<file path="src/rtl/core/tcpo_pkg.sv">
package tcpo_pkg;

    localparam int MAX_OPTION_BYTES = 40;
    localparam int COUNT_W          = $clog2(MAX_OPTION_BYTES + 1);
    localparam int SKIP_W           = 6;

    localparam logic [SKIP_W-1:0] SKIP_MAX = '1;

    localparam logic [7:0] KIND_END     = 8'd0;
    localparam logic [7:0] KIND_NOP     = 8'd1;
    localparam logic [7:0] KIND_MSS     = 8'd2;
    localparam logic [7:0] KIND_WSCALE  = 8'd3;
    localparam logic [7:0] KIND_SACK_OK = 8'd4;

    localparam logic [7:0] MIN_OPT_LEN  = 8'd2;
    localparam logic [7:0] SCALE_ABSENT = 8'd255;

    typedef enum logic [2:0] {
        PH_KIND,
        PH_FIXED_LEN,
        PH_OTHER_LEN,
        PH_MSS_HI,
        PH_MSS_LO,
        PH_SCALE,
        PH_SKIP,
        PH_DONE
    } phase_t;

    typedef struct packed {
        logic [7:0] option_byte;
        logic       last_byte;
    } item_t;

    typedef struct packed {
        logic [15:0] max_segment_size;
        logic [7:0]  window_scale;
        logic        sack_permitted;
    } result_t;

    // Held byte status and whether it moves on this cycle
    typedef struct packed {
        logic valid;
        logic advance;
    } stage_ctl_t;

endpackage

</file>
<file path="src/rtl/core/tcpo_ifs.sv">
interface tcpo_in_if;
    logic       valid;
    logic       ready;
    logic [7:0] option_byte;
    logic       last_byte;

    modport source (output valid, output option_byte, output last_byte, input ready);
    modport sink   (input valid, input option_byte, input last_byte, output ready);
endinterface

interface tcpo_out_if;
    logic        valid;
    logic        ready;
    logic [15:0] max_segment_size;
    logic [7:0]  window_scale;
    logic        sack_permitted;

    modport source (output valid, output max_segment_size, output window_scale,
                    output sack_permitted, input ready);
    modport sink   (input valid, input max_segment_size, input window_scale,
                    input sack_permitted, output ready);
endinterface

</file>
<file path="src/rtl/core/tcp_option_decoder_top.sv">
// TCP option list decoder.
// opt_in carries the option list one byte per transfer (option_byte), with
// last_byte set on the final byte. res_out carries one result per list:
// max_segment_size (0 when no MSS option), window_scale (255 when no window
// scale option) and sack_permitted.
// The last byte is taken into the input register, and its result is loaded
// into the output register once res_out is free. Throughput: one byte per
// cycle while no last byte waits on res_out; each byte is decoded
// combinationally between the input register and the parser state registers.
// A finished result sits in the output register while later bytes keep
// flowing; only a last byte waits for the output register to empty. When
// res_out stalls with a result pending and the held byte is a last byte,
// opt_in.ready drops until the result is taken.
// Bytes beyond the option area limit are ignored, but their last_byte still
// closes the list. Reset empties both registers and returns the parser to
// the start of a list, with no result pending.
module tcp_option_decoder_top
    import tcpo_pkg::*;
(
    input  logic        clk,
    input  logic        rst_n,
    tcpo_in_if.sink     opt_in,
    tcpo_out_if.source  res_out
);

    logic       held_valid;
    item_t      held_item;
    logic       can_load;
    logic       advance;
    stage_ctl_t ctl;
    result_t    result;

    // Advance a held byte unless it closes the list and the result slot is busy
    assign advance     = held_valid && (!held_item.last_byte || can_load);
    assign ctl.valid   = held_valid;
    assign ctl.advance = advance;

    tcpo_in_stage u_in_stage (
        .clk        (clk),
        .rst_n      (rst_n),
        .opt_in     (opt_in),
        .advance    (advance),
        .held_valid (held_valid),
        .held_item  (held_item)
    );

    tcpo_parser u_parser (
        .clk    (clk),
        .rst_n  (rst_n),
        .ctl    (ctl),
        .item   (held_item),
        .result (result)
    );

    // Load a result only when the last byte of a list advances
    tcpo_out_stage u_out_stage (
        .clk      (clk),
        .rst_n    (rst_n),
        .load     (advance && held_item.last_byte),
        .result   (result),
        .can_load (can_load),
        .res_out  (res_out)
    );

endmodule

</file>
<file path="src/rtl/core/tcpo_in_stage.sv">
module tcpo_in_stage
    import tcpo_pkg::*;
(
    input  logic        clk,
    input  logic        rst_n,
    tcpo_in_if.sink     opt_in,
    input  logic        advance,
    output logic        held_valid,
    output item_t       held_item
);

    logic  valid_reg;
    logic  valid_next;
    item_t item_reg;
    logic  take;

    // Free slot, or the held byte leaves this cycle
    assign opt_in.ready = !valid_reg || advance;
    assign take         = opt_in.valid && opt_in.ready;

    always_comb
    begin
        valid_next = valid_reg;
        if (take)
        begin
            valid_next = 1'b1;
        end
        else if (advance)
        begin
            valid_next = 1'b0;
        end
    end

    always_ff @(posedge clk or negedge rst_n)
    begin
        if (!rst_n)
        begin
            valid_reg <= 1'b0;
        end
        else
        begin
            valid_reg <= valid_next;
        end
    end

    always_ff @(posedge clk)
    begin
        if (take)
        begin
            item_reg.option_byte <= opt_in.option_byte;
            item_reg.last_byte   <= opt_in.last_byte;
        end
    end

    assign held_valid = valid_reg;
    assign held_item  = item_reg;

endmodule

</file>
<file path="src/rtl/core/tcpo_parser.sv">
module tcpo_parser
    import tcpo_pkg::*;
(
    input  logic       clk,
    input  logic       rst_n,
    input  stage_ctl_t ctl,
    input  item_t      item,
    output result_t    result
);

    phase_t              phase_reg, phase_next;
    logic [SKIP_W-1:0]   skip_reg, skip_next;
    logic [7:0]          mss_hi_reg, mss_hi_next;
    logic [15:0]         mss_reg, mss_next;
    logic [7:0]          scale_reg, scale_next;
    logic                sack_reg, sack_next;
    logic [COUNT_W-1:0]  count_reg, count_next;

    always_comb
    begin
        logic [7:0]        b;
        logic [7:0]        len_rest;
        logic [SKIP_W-1:0] skip_dec;

        b           = item.option_byte;
        len_rest    = b - MIN_OPT_LEN;
        skip_dec    = skip_reg;
        phase_next  = phase_reg;
        skip_next   = skip_reg;
        mss_hi_next = mss_hi_reg;
        mss_next    = mss_reg;
        scale_next  = scale_reg;
        sack_next   = sack_reg;
        count_next  = count_reg;

        // Ignore bytes past the option area limit
        if (count_reg < COUNT_W'(MAX_OPTION_BYTES))
        begin
            count_next = count_reg + COUNT_W'(1);
            case (phase_reg)
                PH_KIND:
                begin
                    if (b == KIND_END)
                    begin
                        phase_next = PH_DONE;
                    end
                    else if (b == KIND_NOP)
                    begin
                        phase_next = PH_KIND;
                    end
                    else if (b == KIND_MSS || b == KIND_WSCALE)
                    begin
                        skip_next  = b[SKIP_W-1:0];
                        phase_next = PH_FIXED_LEN;
                    end
                    else if (b == KIND_SACK_OK)
                    begin
                        sack_next  = 1'b1;
                        skip_next  = SKIP_W'(1);
                        phase_next = PH_SKIP;
                    end
                    else
                    begin
                        phase_next = PH_OTHER_LEN;
                    end
                end
                PH_FIXED_LEN:
                begin
                    phase_next = (skip_reg == SKIP_W'(KIND_MSS)) ? PH_MSS_HI : PH_SCALE;
                    skip_next  = '0;
                end
                PH_OTHER_LEN:
                begin
                    if (b < MIN_OPT_LEN)
                    begin
                        phase_next = PH_DONE;
                    end
                    else
                    begin
                        if (len_rest > 8'(SKIP_MAX))
                        begin
                            skip_next = SKIP_MAX;
                        end
                        else
                        begin
                            skip_next = len_rest[SKIP_W-1:0];
                        end
                        phase_next = (len_rest == 8'd0) ? PH_KIND : PH_SKIP;
                    end
                end
                PH_MSS_HI:
                begin
                    mss_hi_next = b;
                    phase_next  = PH_MSS_LO;
                end
                PH_MSS_LO:
                begin
                    mss_next   = {mss_hi_reg, b};
                    phase_next = PH_KIND;
                end
                PH_SCALE:
                begin
                    scale_next = b;
                    phase_next = PH_KIND;
                end
                PH_SKIP:
                begin
                    if (skip_reg != '0)
                    begin
                        skip_dec = skip_reg - SKIP_W'(1);
                    end
                    skip_next = skip_dec;
                    if (skip_dec == '0)
                    begin
                        phase_next = PH_KIND;
                    end
                end
                default:
                begin
                    phase_next = phase_reg;
                end
            endcase
        end
    end

    assign result.max_segment_size = mss_next;
    assign result.window_scale     = scale_next;
    assign result.sack_permitted   = sack_next;

    always_ff @(posedge clk or negedge rst_n)
    begin
        if (!rst_n)
        begin
            phase_reg  <= PH_KIND;
            skip_reg   <= '0;
            mss_hi_reg <= '0;
            mss_reg    <= '0;
            scale_reg  <= SCALE_ABSENT;
            sack_reg   <= 1'b0;
            count_reg  <= '0;
        end
        else if (ctl.valid && ctl.advance)
        begin
            if (item.last_byte)
            begin
                // Start over for the next option list
                phase_reg  <= PH_KIND;
                skip_reg   <= '0;
                mss_hi_reg <= '0;
                mss_reg    <= '0;
                scale_reg  <= SCALE_ABSENT;
                sack_reg   <= 1'b0;
                count_reg  <= '0;
            end
            else
            begin
                phase_reg  <= phase_next;
                skip_reg   <= skip_next;
                mss_hi_reg <= mss_hi_next;
                mss_reg    <= mss_next;
                scale_reg  <= scale_next;
                sack_reg   <= sack_next;
                count_reg  <= count_next;
            end
        end
    end

endmodule

</file>
<file path="src/rtl/core/tcpo_out_stage.sv">
module tcpo_out_stage
    import tcpo_pkg::*;
(
    input  logic        clk,
    input  logic        rst_n,
    input  logic        load,
    input  result_t     result,
    output logic        can_load,
    tcpo_out_if.source  res_out
);

    logic    valid_reg;
    logic    valid_next;
    result_t result_reg;

    assign can_load = !valid_reg || res_out.ready;

    always_comb
    begin
        valid_next = valid_reg;
        if (load)
        begin
            valid_next = 1'b1;
        end
        else if (res_out.ready)
        begin
            valid_next = 1'b0;
        end
    end

    always_ff @(posedge clk or negedge rst_n)
    begin
        if (!rst_n)
        begin
            valid_reg <= 1'b0;
        end
        else
        begin
            valid_reg <= valid_next;
        end
    end

    always_ff @(posedge clk)
    begin
        if (load)
        begin
            result_reg <= result;
        end
    end

    assign res_out.valid            = valid_reg;
    assign res_out.max_segment_size = result_reg.max_segment_size;
    assign res_out.window_scale     = result_reg.window_scale;
    assign res_out.sack_permitted   = result_reg.sack_permitted;

endmodule

</file>
<file path="src/flat_wrapper.sv">
// flat-port wrapper written by rule: the top's interface ports become plain ports
module tcp_option_decoder_top_flat import tcpo_pkg::*;
  (clk, rst_n, opt_in_valid, opt_in_option_byte, opt_in_last_byte, opt_in_ready, res_out_valid, res_out_max_segment_size, res_out_window_scale, res_out_sack_permitted, res_out_ready);
  tcpo_in_if opt_in_i ();
  tcpo_out_if res_out_i ();
  input  logic clk;
  input  logic rst_n;
  input wire logic [$bits(opt_in_i.valid)-1:0] opt_in_valid;
  input wire logic [$bits(opt_in_i.option_byte)-1:0] opt_in_option_byte;
  input wire logic [$bits(opt_in_i.last_byte)-1:0] opt_in_last_byte;
  output wire logic [$bits(opt_in_i.ready)-1:0] opt_in_ready;
  output wire logic [$bits(res_out_i.valid)-1:0] res_out_valid;
  output wire logic [$bits(res_out_i.max_segment_size)-1:0] res_out_max_segment_size;
  output wire logic [$bits(res_out_i.window_scale)-1:0] res_out_window_scale;
  output wire logic [$bits(res_out_i.sack_permitted)-1:0] res_out_sack_permitted;
  input wire logic [$bits(res_out_i.ready)-1:0] res_out_ready;
  assign opt_in_i.valid = opt_in_valid;
  assign opt_in_i.option_byte = opt_in_option_byte;
  assign opt_in_i.last_byte = opt_in_last_byte;
  assign opt_in_ready = opt_in_i.ready;
  assign res_out_valid = res_out_i.valid;
  assign res_out_max_segment_size = res_out_i.max_segment_size;
  assign res_out_window_scale = res_out_i.window_scale;
  assign res_out_sack_permitted = res_out_i.sack_permitted;
  assign res_out_i.ready = res_out_ready;
  tcp_option_decoder_top u_core (.clk(clk), .rst_n(rst_n), .opt_in(opt_in_i), .res_out(res_out_i));
endmodule
</file>
<file path="config.mk">
export PLATFORM = sky130hd
export DESIGN_NAME = tcp_option_decoder_top_flat
export DESIGN_NICKNAME = d
export VERILOG_FILES = /design/src/rtl/core/tcpo_pkg.sv /design/src/rtl/core/tcpo_ifs.sv /design/src/rtl/core/tcp_option_decoder_top.sv /design/src/rtl/core/tcpo_in_stage.sv /design/src/rtl/core/tcpo_parser.sv /design/src/rtl/core/tcpo_out_stage.sv /design/src/flat_wrapper.sv
export SDC_FILE = /design/constraint.sdc
export NUM_CORES = 1
export LEC_CHECK = 0
export BUFFER_PORTS_ARGS = -buffer_cell sky130_fd_sc_hd__buf_4
export CAP_MARGIN = 10
export CORE_MARGIN = 5
export CORE_UTILIZATION = 25
export DETAILED_ROUTE_END_ITERATION = 7
export PLACE_DENSITY = 0.39
export SLEW_MARGIN = 0
export SYNTH_ARGS = -nofsm -noshare
export SYNTH_HDL_FRONTEND = slang
export SYNTH_SLANG_ARGS = --single-unit
</file>
<file path="constraint.sdc">
create_clock -name clk -period 2.3 [get_ports clk]
set_clock_uncertainty 0.1 [all_clocks]
set_input_delay 0.345 -clock clk [delete_from_list [all_inputs] [get_ports clk]]
set_output_delay 0.345 -clock clk [all_outputs]
set_load 0.005 [all_outputs]
</file>
==> metrics <==
Initial Utilization 25.4%; worst hold slack 78.1 ps; Final Slew Violations 0; largest net degree at the start of global routing 51; Syn Area/Cell 11.5 µm²; Clk Latency, worst-skew pair 350 ps; via/cell ratio 4.89; antenna cells 0; CP delay by family, top simple AND/OR/NAND/NOR gates; Placeable Area 16500 µm²; Yosys reg bits 84; Power Density 999 nW/µm²; CP max FO 2; Post-Syn Instances 366; vias 3269; async set-reset flop share out of synthesis 59.5%; initial detailed-routing violation count 222; clk buf depth 2; Syn. warnings 0; die height 139 µm; H-Tree Level Count 3; RD Place Congestion 0.864; drt first pass iters 5; Final Hold Fails 0; I/O Buffers 39; unrepaired setup endpoints after global routing yes; slowest cell delay on critical path 450 ps; Critical Path RT 2430 ps; worst slew pin tran 716 ps; Worst Path Arrival 2470 ps; Final Setup Violations 1; CTS tree done; TNS Setup -37.3 ps; crit end category flop; Root Buffer clkbuf_16; DRC 0; Unique masters post-synth 64; Rows 47; first-pass GRT wire length 18900 µm; post-route minimum period 2340 ps; Synth Cell Area 4190 µm²; ANT nets after route 0; DIE WIDTH 139 µm; clk slew on worst S/H paths 60 ps; FMAX 428 MHz; overall routing resource usage 12.3%; most common cell after layout, fill and taps aside buf_4; share of layout cells above drive strength 1 35.9%; period utilization 102%; prevailing post-synth register cell dfrtp_1; cell chain of the critical path inv_2, ha_4, or4b_4, or4_4, a211oi_2, o31ai_2, mux2_4; routed len/inst 17.7 µm; Max transition margin 52.0%; # clock sinks 84; die area 19500 µm²; status finished, violations left; WP buf/inv 1; Routed WL 11800 µm; Seq/Total Area, Yosys 54.4%; Layout area overhead 30.4%; CP max-delay cell or4b_4; Nets 462; TritonCTS Buffers 9; critical path startpoint category flop; failing checks negative setup slack; Pleak 2.22 nW; Hold Path Class in2reg; I/O pin count 40; worst setup margin -37.3 ps; vias in the first global route 3260; max_cap viols 0; initial antenna violation count 0; DP Wirelength 8370 µm; Net Count, Synth 384; VDD IR max 446 µV; GR Overflow Total 0; most frequent cells in the layout 89 x buf_4, 42 x dfrtp_1, 34 x edfxtp_1; kind of critical path reg2reg; number of synthesized flops with an enable pin 34
-- cells by family (layout without fill, tap and decap cells) --
family | count (synthesis) | after routing | synth area share [%]
adder cells (fa/ha/maj) | 5 | 5 | 1.49
AO/OA/AOI/OAI | 105 | 105 | 19.2
buffers and inverters | 34 | 117 | 3.16
multiplexers | 25 | 25 | 6.78
XOR/XNOR | 4 | 4 | 0.836
AND/OR/NAND/NOR | 109 | 109 | 14.1
flip-flops | 84 | 84 | 54.4
-- stage by stage --
stage                     utilization, %  std cells  power [W]  instance area (µm²)  setup slack [ps]
final                               33.1        669    0.00546                 5470             -37.3
after global routing                33.1        669    0.00578                 5470             -94.1
after CTS                           32.5        665    0.00546                 5380             -53.6
after detailed placement            30.7        648    0.00397                 5080             -66.3
after global placement              30.7        648    0.00398                 5080             -31.3
after floorplan                        -        366    0.00323                 4210             -70.6
-- path summary, 6_finish.rpt --
check	start	endpoint	slack, ps	cells after the start
min reg2reg	u_core.u_parser.mss_reg[15]	u_core.u_parser.mss_reg[15]	380	2
max reg2reg	u_core.u_parser.skip_reg[0]	u_core.u_parser.phase_reg[1]	-40	7
max in group asynchronous	rst_n	u_core.u_parser.mss_reg[4]	1120	2
min	opt_in_option_byte[0]	u_core.u_in_stage.held_item[1]	80	1
max	u_core.u_parser.skip_reg[0]	u_core.u_parser.phase_reg[1]	-40	7
min in group asynchronous	rst_n	u_core.u_parser.count_reg[4]	490	2
-- per-layer routing --
layer	GRT usage (%)	wire length (µm)	part of all wire, %
met3	3.02	604	5.1
met5	0	0	0
met4	4.84	294	2.5
met1	17.6	5740	48
met2	18.0	5210	44
-- synthesized netlist by cell type (3+ instances only) --
library cell / instances / share of area [%]
nor4_1: 3 / 0.45
o22ai_1: 3 / 0.45
dfstp_2: 8 / 5.0
dfrtp_1: 42 / 25
buf_2: 4 / 0.48
inv_1: 9 / 0.81
or3_1: 4 / 0.60
a22o_1: 23 / 4.8
o21a_1: 3 / 0.54
clkbuf_1: 21 / 1.9
o22a_1: 7 / 1.5
xnor2_1: 3 / 0.63
and3_1: 3 / 0.45
nor3_1: 13 / 1.6
nor2b_1: 8 / 1.2
a32o_1: 4 / 0.96
nand2b_1: 9 / 1.3
edfxtp_1: 34 / 24
mux2_2: 23 / 6.2
nor2_1: 21 / 1.9
nand2_1: 19 / 1.7
ha_1: 5 / 1.5
o21ai_0: 13 / 1.6
a21o_1: 3 / 0.54
a31oi_1: 6 / 0.90
nand3_1: 12 / 1.4
a21oi_1: 8 / 0.96
o31ai_1: 5 / 0.90
o211ai_1: 4 / 0.72
-- repair_timing --
| item | CTS | global route |
|---|---|---|
| hold buffers | 1 | 0 |
| endpoints found under the setup margin | 1 | 9 |
| pin swaps | 0 | 6 |
| endpoints found under the hold margin | 42 | 0 |
| gates resized for setup | 2 | 10 |
| setup buffers | 0 | 4 |
-- cell type report --
cell class	instances	area [µm²]
repair buffers	92	718
clock buffers	12	236
well taps	220	275
flip-flops and latches	84	2280
clock inverters	4	51.3
inverters	9	33.8
multi-input cells	248	1870
fillers	1668	11100
-- power by group --
group / leakage, nW / internal, W / total, W / switching, W
Sequential: 0.969 / 0.00182 / 0.00203 / 0.000212
Combinational: 1.12 / 0.000971 / 0.00199 / 0.00102
Clock: 0.137 / 0.000843 / 0.00144 / 0.000592
Total: 2.22 / 0.00363 / 0.00546 / 0.00183
Power figures use the tool's default switching activity.
